### config.mk
export PLATFORM = sky130hd
export DESIGN_NAME = sha1_message_digest
export DESIGN_NICKNAME = d
export VERILOG_FILES = /design/src/smd_pkg.sv /design/src/sha1_message_digest.sv /design/src/smd_ram.sv /design/src/smd_round.sv
export SDC_FILE = /design/constraint.sdc
export NUM_CORES = 2
export LEC_CHECK = 0
export BUFFER_PORTS_ARGS = -buffer_cell sky130_fd_sc_hd__buf_2
export CAP_MARGIN = 10
export CORE_MARGIN = 10
export CORE_UTILIZATION = 55
export CTS_CLUSTER_SIZE = 12
export DETAILED_ROUTE_END_ITERATION = 16
export PLACE_DENSITY = 0.71
export REMOVE_ABC_BUFFERS = 1
export SYNTH_ARGS = -nofsm -noshare
export SYNTH_HDL_FRONTEND = slang
export SYNTH_SLANG_ARGS = --single-unit
export TNS_END_PERCENT = 10
### constraint.sdc
create_clock -name clock -period 22.6 [get_ports clock]
set_clock_uncertainty 0.15 [all_clocks]
set_input_delay 0 -clock clock [delete_from_list [all_inputs] [get_ports clock]]
set_output_delay 0 -clock clock [all_outputs]
set_load 0.005 [all_outputs]
### src/smd_pkg.sv
// ----------------------------------------------------------------------------
// smd_pkg: shared types and constants of the sha-1 digest engine
// payload structs, round constants, initial hash values, memory geometry
// ----------------------------------------------------------------------------
package smd_pkg;

   localparam int WORD_W      = 32;
   localparam int MSG_WORDS   = 16;
   localparam int MSG_AW      = 4;
   localparam int CHAIN_WORDS = 5;
   localparam int CHAIN_AW    = 3;
   localparam int ROUND_W     = 7;

   localparam logic [ROUND_W-1:0] LAST_ROUND  = 7'd79;
   localparam logic [ROUND_W-1:0] LAST_LOADED = 7'd15;
   localparam logic [MSG_AW-1:0]  LEN_HI_WORD = 4'd14;
   localparam logic [MSG_AW-1:0]  LEN_LO_WORD = 4'd15;
   localparam logic [7:0]         PAD_BYTE    = 8'h80;
   localparam logic [5:0]         LAST_BYTE   = 6'd63;

   localparam logic [WORD_W-1:0] K0 = 32'h5A827999;
   localparam logic [WORD_W-1:0] K1 = 32'h6ED9EBA1;
   localparam logic [WORD_W-1:0] K2 = 32'h8F1BBCDC;
   localparam logic [WORD_W-1:0] K3 = 32'hCA62C1D6;

   typedef struct packed {
      logic [7:0] data_byte;
      logic       byte_valid;
      logic       end_of_message;
   } req_type;

   typedef struct packed {
      logic [WORD_W-1:0] digest_word;
      logic              digest_last;
   } rsp_type;

   typedef struct packed {
      logic [WORD_W-1:0] a;
      logic [WORD_W-1:0] b;
      logic [WORD_W-1:0] c;
      logic [WORD_W-1:0] d;
      logic [WORD_W-1:0] e;
   } work_type;

   // schedule window taps w[t-3], w[t-8], w[t-14], w[t-16]
   typedef struct packed {
      logic [WORD_W-1:0] t3;
      logic [WORD_W-1:0] t8;
      logic [WORD_W-1:0] t14;
      logic [WORD_W-1:0] t16;
   } taps_type;

   function automatic logic [WORD_W-1:0] h_init(input logic [CHAIN_AW-1:0] idx);
      logic [WORD_W-1:0] v;
      case (idx)
         3'd0:    v = 32'h67452301;
         3'd1:    v = 32'hEFCDAB89;
         3'd2:    v = 32'h98BADCFE;
         3'd3:    v = 32'h10325476;
         3'd4:    v = 32'hC3D2E1F0;
         default: v = '0;
      endcase
      return v;
   endfunction

endpackage

### src/sha1_message_digest.sv
// ----------------------------------------------------------------------------
// sha1_message_digest: byte-serial sha-1 hash engine
// message words in a 16 x 32 ram, chaining words in a 5 x 32 ram, one round
// per cycle, five digest words out on end of message
// ----------------------------------------------------------------------------
//
//   channel   ports                          moves
//   --------  -----------------------------  ------------------------------
//   request   req_valid req_stall req_data   one byte, byte flag, end flag
//   response  rsp_valid rsp_stall rsp_data   one digest word, last flag
//
// a request that does not fill a block or end the message leaves the engine idle
// a request that completes a 64-byte block starts a compression: load the
//   chaining words from their ram, 80 rounds, add back into the ram
// end of message adds the pad word writes, one or two compressions, and a read
//   and a capture state per digest word, held while rsp_stall holds them
// req_stall is high whenever the engine is busy with anything but new bytes
// no clearing pass after reset: valid bits mark chaining entries written
//   since the last digest, the others read as the initial hash values
// ----------------------------------------------------------------------------
module sha1_message_digest (
   input  logic              clock,
   input  logic              reset,
   input  logic              req_valid,
   output logic              req_stall,
   input  smd_pkg::req_type  req_data,
   output logic              rsp_valid,
   input  logic              rsp_stall,
   output smd_pkg::rsp_type  rsp_data
);

   typedef enum logic [2:0] {
      ST_IDLE,
      ST_PAD,
      ST_LOAD,
      ST_ROUND,
      ST_FIN,
      ST_OUT_RD,
      ST_OUT_CAP
   } state_type;

   // control registers
   state_type                       state_ff, state_in;
   state_type                       ret_ff, ret_in;     // where to go after a compression
   logic [smd_pkg::CHAIN_AW-1:0]    cnt_ff, cnt_in;     // load, add-back and output counter
   logic [smd_pkg::ROUND_W-1:0]     rnd_ff, rnd_in;
   logic [5:0]                      fill_ff, fill_in;   // bytes pending in the block
   logic [63:0]                     bitcnt_ff, bitcnt_in;
   logic [smd_pkg::MSG_AW-1:0]      ptr_ff, ptr_in;     // pad word pointer
   logic                            first_ff, first_in; // next pad word holds the 0x80
   logic                            len_here_ff, len_here_in;
   logic [smd_pkg::CHAIN_WORDS-1:0] h_valid_ff, h_valid_in;
   logic                            hv_sel_ff, hv_sel_in;
   logic                            rsp_valid_ff, rsp_valid_in;

   // payload registers
   logic [23:0]                     word_ff, word_in;   // partial word assembly
   smd_pkg::work_type               work_ff, work_in;
   logic [smd_pkg::WORD_W-1:0]      win_ff [smd_pkg::MSG_WORDS];
   logic [smd_pkg::WORD_W-1:0]      win_in [smd_pkg::MSG_WORDS];
   logic [smd_pkg::CHAIN_AW-1:0]    h_rd_addr_ff;
   smd_pkg::rsp_type                rsp_ff, rsp_in;

   // memory ports
   logic                            msg_we;
   logic [smd_pkg::MSG_AW-1:0]      msg_wr_addr;
   logic [smd_pkg::WORD_W-1:0]      msg_wr_data;
   logic [smd_pkg::MSG_AW-1:0]      msg_rd_addr;
   logic [smd_pkg::WORD_W-1:0]      msg_rdata;
   logic                            h_we;
   logic [smd_pkg::CHAIN_AW-1:0]    h_wr_addr;
   logic [smd_pkg::WORD_W-1:0]      h_wr_data;
   logic [smd_pkg::CHAIN_AW-1:0]    h_rd_addr;
   logic [smd_pkg::WORD_W-1:0]      h_rdata;
   logic [smd_pkg::WORD_W-1:0]      h_eff;

   // round datapath
   smd_pkg::taps_type               taps;
   smd_pkg::work_type               round_out;
   logic [smd_pkg::WORD_W-1:0]      sched_word;

   logic                            req_take;
   logic                            rsp_free;
   logic [5:0]                      fill_next;
   logic [smd_pkg::WORD_W-1:0]      pad_word;

   // message buffer, one 32-bit word per entry, big-endian bytes
   smd_ram #(
      .WIDTH (smd_pkg::WORD_W),
      .DEPTH (smd_pkg::MSG_WORDS)
   ) u_msg_ram (
      .clock   (clock),
      .wr_en   (msg_we),
      .wr_addr (msg_wr_addr),
      .wr_data (msg_wr_data),
      .rd_addr (msg_rd_addr),
      .rd_data (msg_rdata)
   );

   // chaining words h0..h4
   smd_ram #(
      .WIDTH (smd_pkg::WORD_W),
      .DEPTH (smd_pkg::CHAIN_WORDS)
   ) u_chain_ram (
      .clock   (clock),
      .wr_en   (h_we),
      .wr_addr (h_wr_addr),
      .wr_data (h_wr_data),
      .rd_addr (h_rd_addr),
      .rd_data (h_rdata)
   );

   assign taps.t3  = win_ff[13];
   assign taps.t8  = win_ff[8];
   assign taps.t14 = win_ff[2];
   assign taps.t16 = win_ff[0];

   smd_round u_round (
      .w_in       (work_ff),
      .round_idx  (rnd_ff),
      .msg_word   (msg_rdata),
      .taps       (taps),
      .w_out      (round_out),
      .sched_word (sched_word)
   );

   // entries not written since the last digest read as the initial values
   assign h_eff = hv_sel_ff ? h_rdata : smd_pkg::h_init(h_rd_addr_ff);

   assign req_stall = (state_ff != ST_IDLE);
   assign req_take  = req_valid && (state_ff == ST_IDLE);
   assign rsp_free  = !rsp_valid_ff || !rsp_stall;
   assign fill_next = req_data.byte_valid ? 6'(fill_ff + 6'd1) : fill_ff;

   // first pad word: pending bytes of the partial word, then 0x80, then zeros
   always_comb begin
      case (fill_ff[1:0])
         2'd0:    pad_word = {smd_pkg::PAD_BYTE, 24'h0};
         2'd1:    pad_word = {word_ff[7:0], smd_pkg::PAD_BYTE, 16'h0};
         2'd2:    pad_word = {word_ff[15:0], smd_pkg::PAD_BYTE, 8'h0};
         default: pad_word = {word_ff[23:0], smd_pkg::PAD_BYTE};
      endcase
   end

   // memory addressing; chaining ram reads and writes of the same entry never coincide
   always_comb begin
      h_rd_addr = cnt_ff;
      h_we      = (state_ff == ST_FIN) && (cnt_ff != '0);
      h_wr_addr = cnt_ff - 3'd1;
      h_wr_data = h_eff + work_ff.a;
      if (state_ff == ST_ROUND) begin
         msg_rd_addr = rnd_ff[smd_pkg::MSG_AW-1:0] + 4'd1;
      end else begin
         msg_rd_addr = '0;
      end
      hv_sel_in = (h_rd_addr < smd_pkg::CHAIN_AW'(smd_pkg::CHAIN_WORDS)) ?
                  h_valid_ff[h_rd_addr] : 1'b0;
   end

   always_comb begin
      state_in     = state_ff;
      ret_in       = ret_ff;
      cnt_in       = cnt_ff;
      rnd_in       = rnd_ff;
      fill_in      = fill_ff;
      bitcnt_in    = bitcnt_ff;
      ptr_in       = ptr_ff;
      first_in     = first_ff;
      len_here_in  = len_here_ff;
      h_valid_in   = h_valid_ff;
      rsp_valid_in = rsp_valid_ff && rsp_stall;
      word_in      = word_ff;
      work_in      = work_ff;
      win_in       = win_ff;
      rsp_in       = rsp_ff;
      msg_we       = 1'b0;
      msg_wr_addr  = fill_ff[5:2];
      msg_wr_data  = {word_ff, req_data.data_byte};

      if (h_we) begin
         h_valid_in[h_wr_addr] = 1'b1;
      end

      unique case (state_ff)
         ST_IDLE: begin
            if (req_take) begin
               if (req_data.byte_valid) begin
                  word_in   = {word_ff[15:0], req_data.data_byte};
                  msg_we    = (fill_ff[1:0] == 2'd3);
                  fill_in   = fill_next;
                  bitcnt_in = bitcnt_ff + 64'd8;
               end
               // pad setup, also used when the block fills first
               ptr_in      = fill_next[5:2];
               first_in    = 1'b1;
               len_here_in = (fill_next[5:2] < smd_pkg::LEN_HI_WORD);
               if (req_data.byte_valid && (fill_ff == smd_pkg::LAST_BYTE)) begin
                  state_in = ST_LOAD;
                  cnt_in   = '0;
                  ret_in   = req_data.end_of_message ? ST_PAD : ST_IDLE;
               end else if (req_data.end_of_message) begin
                  state_in = ST_PAD;
               end
            end
         end

         ST_PAD: begin
            msg_we      = 1'b1;
            msg_wr_addr = ptr_ff;
            if (first_ff) begin
               msg_wr_data = pad_word;
            end else if (len_here_ff && (ptr_ff == smd_pkg::LEN_HI_WORD)) begin
               msg_wr_data = bitcnt_ff[63:32];
            end else if (len_here_ff && (ptr_ff == smd_pkg::LEN_LO_WORD)) begin
               msg_wr_data = bitcnt_ff[31:0];
            end else begin
               msg_wr_data = '0;
            end
            first_in = 1'b0;
            if (ptr_ff == smd_pkg::LEN_LO_WORD) begin
               // compress; if no length fit, an extra zeros-and-length block follows
               state_in    = ST_LOAD;
               cnt_in      = '0;
               ret_in      = len_here_ff ? ST_OUT_RD : ST_PAD;
               ptr_in      = '0;
               len_here_in = 1'b1;
            end else begin
               ptr_in = ptr_ff + 4'd1;
            end
         end

         ST_LOAD: begin
            // chaining words arrive one a cycle and shift in from e
            if (cnt_ff != '0) begin
               work_in.e = h_eff;
               work_in.d = work_ff.e;
               work_in.c = work_ff.d;
               work_in.b = work_ff.c;
               work_in.a = work_ff.b;
            end
            if (cnt_ff == smd_pkg::CHAIN_AW'(smd_pkg::CHAIN_WORDS)) begin
               state_in = ST_ROUND;
               rnd_in   = '0;
            end else begin
               cnt_in = cnt_ff + 3'd1;
            end
         end

         ST_ROUND: begin
            work_in = round_out;
            for (int i = 0; i < smd_pkg::MSG_WORDS - 1; i++) begin
               win_in[i] = win_ff[i+1];
            end
            win_in[smd_pkg::MSG_WORDS-1] = sched_word;
            rnd_in = rnd_ff + 7'd1;
            if (rnd_ff == smd_pkg::LAST_ROUND) begin
               state_in = ST_FIN;
               cnt_in   = '0;
            end
         end

         ST_FIN: begin
            // add a..e into h0..h4, rotating the working words past the adder
            if (cnt_ff != '0) begin
               work_in.a = work_ff.b;
               work_in.b = work_ff.c;
               work_in.c = work_ff.d;
               work_in.d = work_ff.e;
               work_in.e = work_ff.a;
            end
            if (cnt_ff == smd_pkg::CHAIN_AW'(smd_pkg::CHAIN_WORDS)) begin
               state_in = ret_ff;
               cnt_in   = '0;
            end else begin
               cnt_in = cnt_ff + 3'd1;
            end
         end

         ST_OUT_RD: begin
            if (rsp_free) begin
               state_in = ST_OUT_CAP;
            end
         end

         ST_OUT_CAP: begin
            rsp_in.digest_word = h_eff;
            rsp_in.digest_last = (cnt_ff == 3'd4);
            rsp_valid_in       = 1'b1;
            if (cnt_ff == 3'd4) begin
               // back to the initial state for the next message
               state_in   = ST_IDLE;
               cnt_in     = '0;
               fill_in    = '0;
               bitcnt_in  = '0;
               h_valid_in = '0;
            end else begin
               state_in = ST_OUT_RD;
               cnt_in   = cnt_ff + 3'd1;
            end
         end

         default: begin
            state_in = ST_IDLE;
         end
      endcase
   end

   always_ff @(posedge clock) begin
      if (reset) begin
         state_ff     <= ST_IDLE;
         ret_ff       <= ST_IDLE;
         cnt_ff       <= '0;
         rnd_ff       <= '0;
         fill_ff      <= '0;
         bitcnt_ff    <= '0;
         ptr_ff       <= '0;
         first_ff     <= 1'b0;
         len_here_ff  <= 1'b0;
         h_valid_ff   <= '0;
         hv_sel_ff    <= 1'b0;
         rsp_valid_ff <= 1'b0;
      end else begin
         state_ff     <= state_in;
         ret_ff       <= ret_in;
         cnt_ff       <= cnt_in;
         rnd_ff       <= rnd_in;
         fill_ff      <= fill_in;
         bitcnt_ff    <= bitcnt_in;
         ptr_ff       <= ptr_in;
         first_ff     <= first_in;
         len_here_ff  <= len_here_in;
         h_valid_ff   <= h_valid_in;
         hv_sel_ff    <= hv_sel_in;
         rsp_valid_ff <= rsp_valid_in;
      end
      word_ff      <= word_in;
      work_ff      <= work_in;
      win_ff       <= win_in;
      h_rd_addr_ff <= h_rd_addr;
      rsp_ff       <= rsp_in;
   end

   assign rsp_valid = rsp_valid_ff;
   assign rsp_data  = rsp_ff;

`ifndef ASSERT_OFF
   // round counter stays within the 80 rounds
   assert property (@(posedge clock) disable iff (reset)
      (state_ff == ST_ROUND) |-> (rnd_ff <= smd_pkg::LAST_ROUND))
      else $error("round counter beyond last round");

   // add-back never writes the chaining entry it is reading
   assert property (@(posedge clock) disable iff (reset)
      h_we |-> (h_wr_addr != h_rd_addr))
      else $error("chaining ram read and write collide");

   // message buffer is frozen while a compression reads it
   assert property (@(posedge clock) disable iff (reset)
      msg_we |-> !((state_ff == ST_LOAD) || (state_ff == ST_ROUND)))
      else $error("message ram written during compression");

   // a digest word is only captured into a free response register
   assert property (@(posedge clock) disable iff (reset)
      (state_ff == ST_OUT_CAP) |-> !rsp_valid_ff)
      else $error("response register overwritten");

   // after the last digest word the engine is back at its initial state
   assert property (@(posedge clock) disable iff (reset)
      ((state_ff == ST_OUT_CAP) && (cnt_ff == 3'd4)) |=>
      ((fill_ff == '0) && (bitcnt_ff == '0) && (h_valid_ff == '0)))
      else $error("engine not reinitialized after digest");
`endif

endmodule

### src/smd_ram.sv
// ----------------------------------------------------------------------------
// smd_ram: generic simple dual-port ram
// one write port, one read port, read data registered
// ----------------------------------------------------------------------------
module smd_ram #(
   parameter int WIDTH = 32,
   parameter int DEPTH = 16
) (
   input  logic                           clock,
   input  logic                           wr_en,
   input  logic [$clog2(DEPTH)-1:0]       wr_addr,
   input  logic [WIDTH-1:0]               wr_data,
   input  logic [$clog2(DEPTH)-1:0]       rd_addr,
   output logic [WIDTH-1:0]               rd_data
);

   logic [WIDTH-1:0] mem_ff [DEPTH];
   logic [WIDTH-1:0] rd_data_ff;

   always_ff @(posedge clock) begin
      if (wr_en) begin
         mem_ff[wr_addr] <= wr_data;
      end
      rd_data_ff <= mem_ff[rd_addr];
   end

   assign rd_data = rd_data_ff;

endmodule

### src/smd_round.sv
// ----------------------------------------------------------------------------
// smd_round: one sha-1 round
// schedule word selection and the a..e update for round index t
// ----------------------------------------------------------------------------
module smd_round (
   input  smd_pkg::work_type                  w_in,
   input  logic [smd_pkg::ROUND_W-1:0]        round_idx,
   input  logic [smd_pkg::WORD_W-1:0]         msg_word,
   input  smd_pkg::taps_type                  taps,
   output smd_pkg::work_type                  w_out,
   output logic [smd_pkg::WORD_W-1:0]         sched_word
);

   logic [smd_pkg::WORD_W-1:0] mix;
   logic [smd_pkg::WORD_W-1:0] f;
   logic [smd_pkg::WORD_W-1:0] k;
   logic [smd_pkg::WORD_W-1:0] rot_a;

   always_comb begin
      mix = taps.t3 ^ taps.t8 ^ taps.t14 ^ taps.t16;
      // first sixteen rounds take the message words as stored
      if (round_idx <= smd_pkg::LAST_LOADED) begin
         sched_word = msg_word;
      end else begin
         sched_word = {mix[smd_pkg::WORD_W-2:0], mix[smd_pkg::WORD_W-1]};
      end

      if (round_idx < 7'd20) begin
         f = (w_in.b & w_in.c) ^ (~w_in.b & w_in.d);
         k = smd_pkg::K0;
      end else if (round_idx < 7'd40) begin
         f = w_in.b ^ w_in.c ^ w_in.d;
         k = smd_pkg::K1;
      end else if (round_idx < 7'd60) begin
         f = (w_in.b & w_in.c) ^ (w_in.b & w_in.d) ^ (w_in.c & w_in.d);
         k = smd_pkg::K2;
      end else begin
         f = w_in.b ^ w_in.c ^ w_in.d;
         k = smd_pkg::K3;
      end

      rot_a   = {w_in.a[26:0], w_in.a[31:27]};
      w_out.a = rot_a + f + w_in.e + k + sched_word;
      w_out.b = w_in.a;
      w_out.c = {w_in.b[1:0], w_in.b[31:2]};
      w_out.d = w_in.c;
      w_out.e = w_in.d;
   end

endmodule

# After elaboration in Yosys (flattened, before gate mapping)
# Memories as Yosys holds them, arrays and structs flattened. A register that Yosys moved wholly into a read port is not among the register bits.
# Index checks and enable logic that the tools add are counted.
[classes]
n_eq_ne = 32
mux = 77
reduce_logical = 30
order_cmp = 9
n_bitwise = 15
addsub = 12
[op_table]
columns = ["cell", "n"]
rows = [
  ["$pmux 160 s3", 1],
  ["$mux 32", 11],
  ["$mux 160", 2],
  ["$xor 32x32->32", 8],
  ["$mux 64", 3],
  ["$add 32x32->32", 5],
  ["$pmux 32 s5", 1],
  ["$and 32x32->32", 4],
  ["$pmux 64 s2", 1],
  ["$pmux 32 s3", 1],
  ["$add 64x4->64 const B", 1],
  ["$mux 3", 20],
  ["$not 32->32", 1],
  ["$mux 31", 1],
  ["$mux 6", 4],
  ["$pmux 3 s7", 1],
  ["$eq 3x3->1 const B", 6],
  ["$pmux 3 s6", 1],
  ["$mux 4", 4],
  ["$ne 2x2->1 const B", 8],
  ["$mux 5", 3],
  ["$lt 7x6->1 const B", 2],
  ["$pmux 7 s2", 1],
  ["$mux 1", 13],
  ["other kinds (43)", 72],
]
[totals]
in_bits = 14
mem_bits_rw = 672
out_inout_bits = 35
regBits = 831
n_memories = 2
wordCells = 214
[mem_list]
columns = ["memory", "depth", "width", "rd", "rd_ports_with_merged_regs", "wr", "line_no", "source"]
rows = [
  ["u_msg_ram.mem_ff", 16, 32, 1, 1, 1, "smd_ram.sv:17", "logic [WIDTH-1:0] mem_ff [DEPTH];"],
  ["u_chain_ram.mem_ff", 5, 32, 1, 1, 1, "smd_ram.sv:17", ""],
]

# Logic depth before layout (Yosys ltp)
[logic_depth]
word_depth = 11
depth_mapped = 22
mapped_depth_nobuf = 21

# Modules after synthesis
# Synthesis repeated with hierarchy kept, for this count alone.
[hier_totals]
cells_unflattened = 4362
area_unflattened_um2 = 65781.8
[by_module_without_submodules]
columns = ["mod", "area_each_um2", "cells_each", "seq_area_each_um2", "instances"]
rows = [
  ["sha1_message_digest", 31438.9, 2229, 23852.9, 1],
  ["smd_ram at u_msg_ram", 19835.3, 838, 16015.4, 1],
  ["smd_round", 7597.3, 914, 0.0, 1],
  ["smd_ram at u_chain_ram", 6910.4, 381, 5445.2, 1],
]

# Least setup slack after synthesis
# OpenSTA, ideal clock, no wires.
[synth_path]
path_kind = "register to register"
startpoint = "register state_ff[2]"
endpoint = "register win_ff (netlist bit taps[0]), enable pin"
required_time_ps = 21373
synth_period_minus_slack_ps = 16372
path_stages_with_launch = 6
n_path_buf = 3
path_slack_ps = 6228
setup_ps = 1077
arrival_ps = 15145
path_cell_list = "dfxtp_1 clkbuf_1 or2_2 clkinv_1 clkbuf_1 clkbuf_1"
[synth_via]
elab_chain_cells = 1
[synth_lines]
columns = ["item", "line_no", "source"]
rows = [
  ["from (decl)", "sha1_message_digest.sv:43", "state_type state_ff, state_in;"],
  ["from (signal assigned)", "sha1_message_digest.sv:323", "state_ff <= state_in;"],
  ["$eq 3x2->1", "sha1_message_digest.sv:184", "unique case (state_ff)"],
  ["to (signal assigned)", "sha1_message_digest.sv:338", "win_ff <= win_in;"],
  ["to (decl)", "sha1_message_digest.sv:59", "logic [smd_pkg::WORD_W-1:0] win_ff [smd_pkg::MSG_WORDS];"],
]
# No other way between the ends.
# A chain may end at the register's enable or synchronous reset.

==> metrics.cfg <==
[power]
leakage_nw = 25.4
vdd_drop_max_v = 0.0000813
power_density_nw_per_um2 = 102
p_total_mw = 7.48

[place]
place.gp.congestion = 0.908
hpwlAfterDp_um = 94100
placed_area_sq_um = 68300
dp_worst_setup_slack_ns = 15.51
io_buffers = 48

[grt]
grt_usage_pct = 22.6
antenna_found_initial = 3
first_global_vias = 38100
grt_max_degree = 202
grt_pass1_wl_um = 234000
grt.overflow.total = 0

[clock_tree]
cts_resized = 0
clkLatencyLatePin_ns = 0.78
numCtsBuffers = 159
clock_path_buffers = 3
cts.sinks = 1563
post-cts-setup-buffers = 0
htreeDepth = 4
clk_pin_slew_ns = 0.06
ctsRootBufferMaster = clkbuf_16
cts_tree = done
hold_buffers = 26

[cells_and_area]
fin_area_sq_um = 73500
drive_above_1_share_pct = 9.12
post-route-util_pct = 61.4
areaGrowthSynthToFinish_pct = 11.2
fin_nets = 5112

[timing]
rsz0062_at_grt = no
fmax_mhz = 140
layout_min_cycle_time_ns = 7.13
finalHoldViolCount = 0
tightest_slew_ns = 1.14
setup_viol = 0
relSlewSlack_pct = 24.1
fin_hold_ws_ns = 0.130
finalCritPeriodShare_pct = 31.6
setup_slack_ns = 15.47
slew_violations = 0

[yosys]
synth_top_cell_area_share_pct = 63.6
ys_seq_elements = 1563
avgSynthCellArea_sq_um = 13.7
synth_top_cell_by_area = edfxtp_1
ys_warn_count = 0
async_reset_ff_share_pct = 0
yosysUniqueCellTypes = 79
synth_area_sq_um = 66100
ys_seq_area_share_pct = 68.5
synthTopCellsByArea = edfxtp_1 64%, dfxtp_1 4.9%, nand2_1 4.1%
synth_enable_flop_cells = 1401
synthFlopType = edfxtp_1
postSynthCellCount = 4827

[worst_setup_path]
path_cells = buf_12 > ha_2 > nand2b_1 > o21ai_4 > buf_4 > nor2_1 > a21o_1 > fa_1 > inv_1 > fa_1 > inv_1 > fa_1 > inv_1 > ha_1 > a21oi_1 > nor2b_1 > a311o_1 > a211oi_1 > a211oi_1 > o41ai_1 > xor2_1 > o21ai_0
crit_start = rnd_ff[0]
slowest_stage = a211oi_1
path_class = reg2reg
setup.worst_path.start_class = flop
critPathMaxStageDelay_ns = 0.68
required_ns = 22.95
crit_path_end_kind = flop
r2r_start = rnd_ff[0]
crit_arrival_ns = 7.48
critPathMaxFanout = 154

[routing]
drt_iter0_drc = 4302
wl_per_cell_um = 23.5
vias = 39400
totalWireLength_um = 156000
vias_per_cell = 5.94
drc = 0
ant_nets = 0
first_pass_iters = 9

[worst_hold_path]
hold_path.class = in2reg
hold_path_startpoint = req_data[1]

[die]
coreArea_sq_um = 120000
die_y_um = 367
pin_count = 49
die_area_sq_um = 134000
start_util_pct = 55.3
row_count = 127
die_w_um = 367

[run]
cap_violations = 0

[outcome]
status = complete, no violations

[Yosys cell counts (all sizes together), types with 8 or more instances]
cell / number
a211oi: 84
a21o: 46
a21oi: 203
a221oi: 11
a222oi: 14
a22o: 35
a22oi: 18
a311oi: 100
a31oi: 49
and2: 10
and3: 16
buf: 37
clkbuf: 196
dfxtp: 162
edfxtp: 1401
fa: 121
ha: 79
inv: 310
mux2: 33
mux2i: 96
mux4: 33
nand2: 720
nand2b: 17
nand3: 105
nand4: 31
nor2: 195
nor2b: 84
nor3: 45
o21a: 17
o21ai: 201
o221ai: 32
o22a: 9
or2: 8
or3: 22
xnor2: 155
xor2: 49
[where the power goes]
part           internal, mW  switching, mW  total (mW)
combinational         0.493           1.00        1.50
sequential             3.43         0.0708        3.50
clock                  1.40           1.09        2.49
total                  5.32           2.16        7.48
[state kept, by name, summed over array words and instances (netlist names), 2 cells and up]
register	count
h_valid_ff	5
fill_ff	6
u_chain_ram.rd_data	32
u_msg_ram.mem_ff	512
h_rd_addr_ff	3
state_ff	3
ptr_ff	4
ret_ff	2
taps	128
cnt_ff	3
rnd_ff	7
win_ff	384
bitcnt_ff	61
u_msg_ram.rd_data	32
work_ff	160
u_chain_ram.mem_ff	160
rsp_data	33
word_ff	24
[critical path, delay by kind of cell (launching register included)]
kind	cells	cell delay (ns)
buffers and inverters	5	0.96
adder cells (fa/ha/maj)	5	2.25
flip-flops	1	0.35
XOR/XNOR	1	0.19
AO/OA/AOI/OAI	8	2.55
AND/OR/NAND/NOR	3	0.35
[placed cells by master (no fill, tap or decap), types with 37 or more instances in the layout]
master     count
clkbuf_16    159
a21oi_1      202
xor2_1        49
o21ai_0      196
a31oi_1       49
xnor2_1      155
dfxtp_1      155
ha_1          78
mux2i_1       96
fa_1         121
a21o_1        46
nor2b_1       83
a311oi_1     100
buf_4         65
a211oi_1      83
nand3_1      105
clkbuf_1      69
nand2_1      718
buf_2         48
nor2_1       173
edfxtp_1    1401
nor3_1        37
inv_1        309
[final cells by class]
class	instances	area [sq um]
Timing Repair Buffer	143	1070
Fill cell	8836	46100
Sequential cell	1563	45300
Tap cell	1612	2020
Antenna cell	1	2.50
Multi-Input combinational cell	2718	19000
Clock buffer	247	4490
Inverter	313	1190
Clock inverter	36	428
[path summary, 6_finish.rpt]
path                  endpoint  slack [ns]  cells past startpoint
setup / recovery  work_ff[150]       15.47                     22
hold / removal      fill_ff[0]        0.13                      6
setup reg to reg  work_ff[150]       15.47                     22
hold reg to reg    win_ff[174]        0.25                      0
[per-stage QoR]
stage	instances	setup TNS, ns
finish	6633	0
global route	6633	0
CTS	6632	0
detailed placement	6323	0
global placement	6323	0
floorplan	4594	-52.28
[cell families after synthesis]
family	after synthesis	synth area share, %
and+or+nand+nor	1281	8.57
xor gates and xnor gates	204	2.70
muxes	162	3.14
adders and majority gates	200	5.16
DFF	1563	68.5
buffers and inverters	546	3.12
AOI/OAI and AO/OA	871	8.77
[layer usage]
metal	share of wire [%]	GRT usage, %	vias to the layer above
li1	-	-	17800
met1	42	31.2	19700
met2	47	36.3	1671
met3	7.8	3.72	289
met4	3.2	7.87	2
met5	0.0083	0	-
No activity file was read; power rests on OpenSTA's default activity.
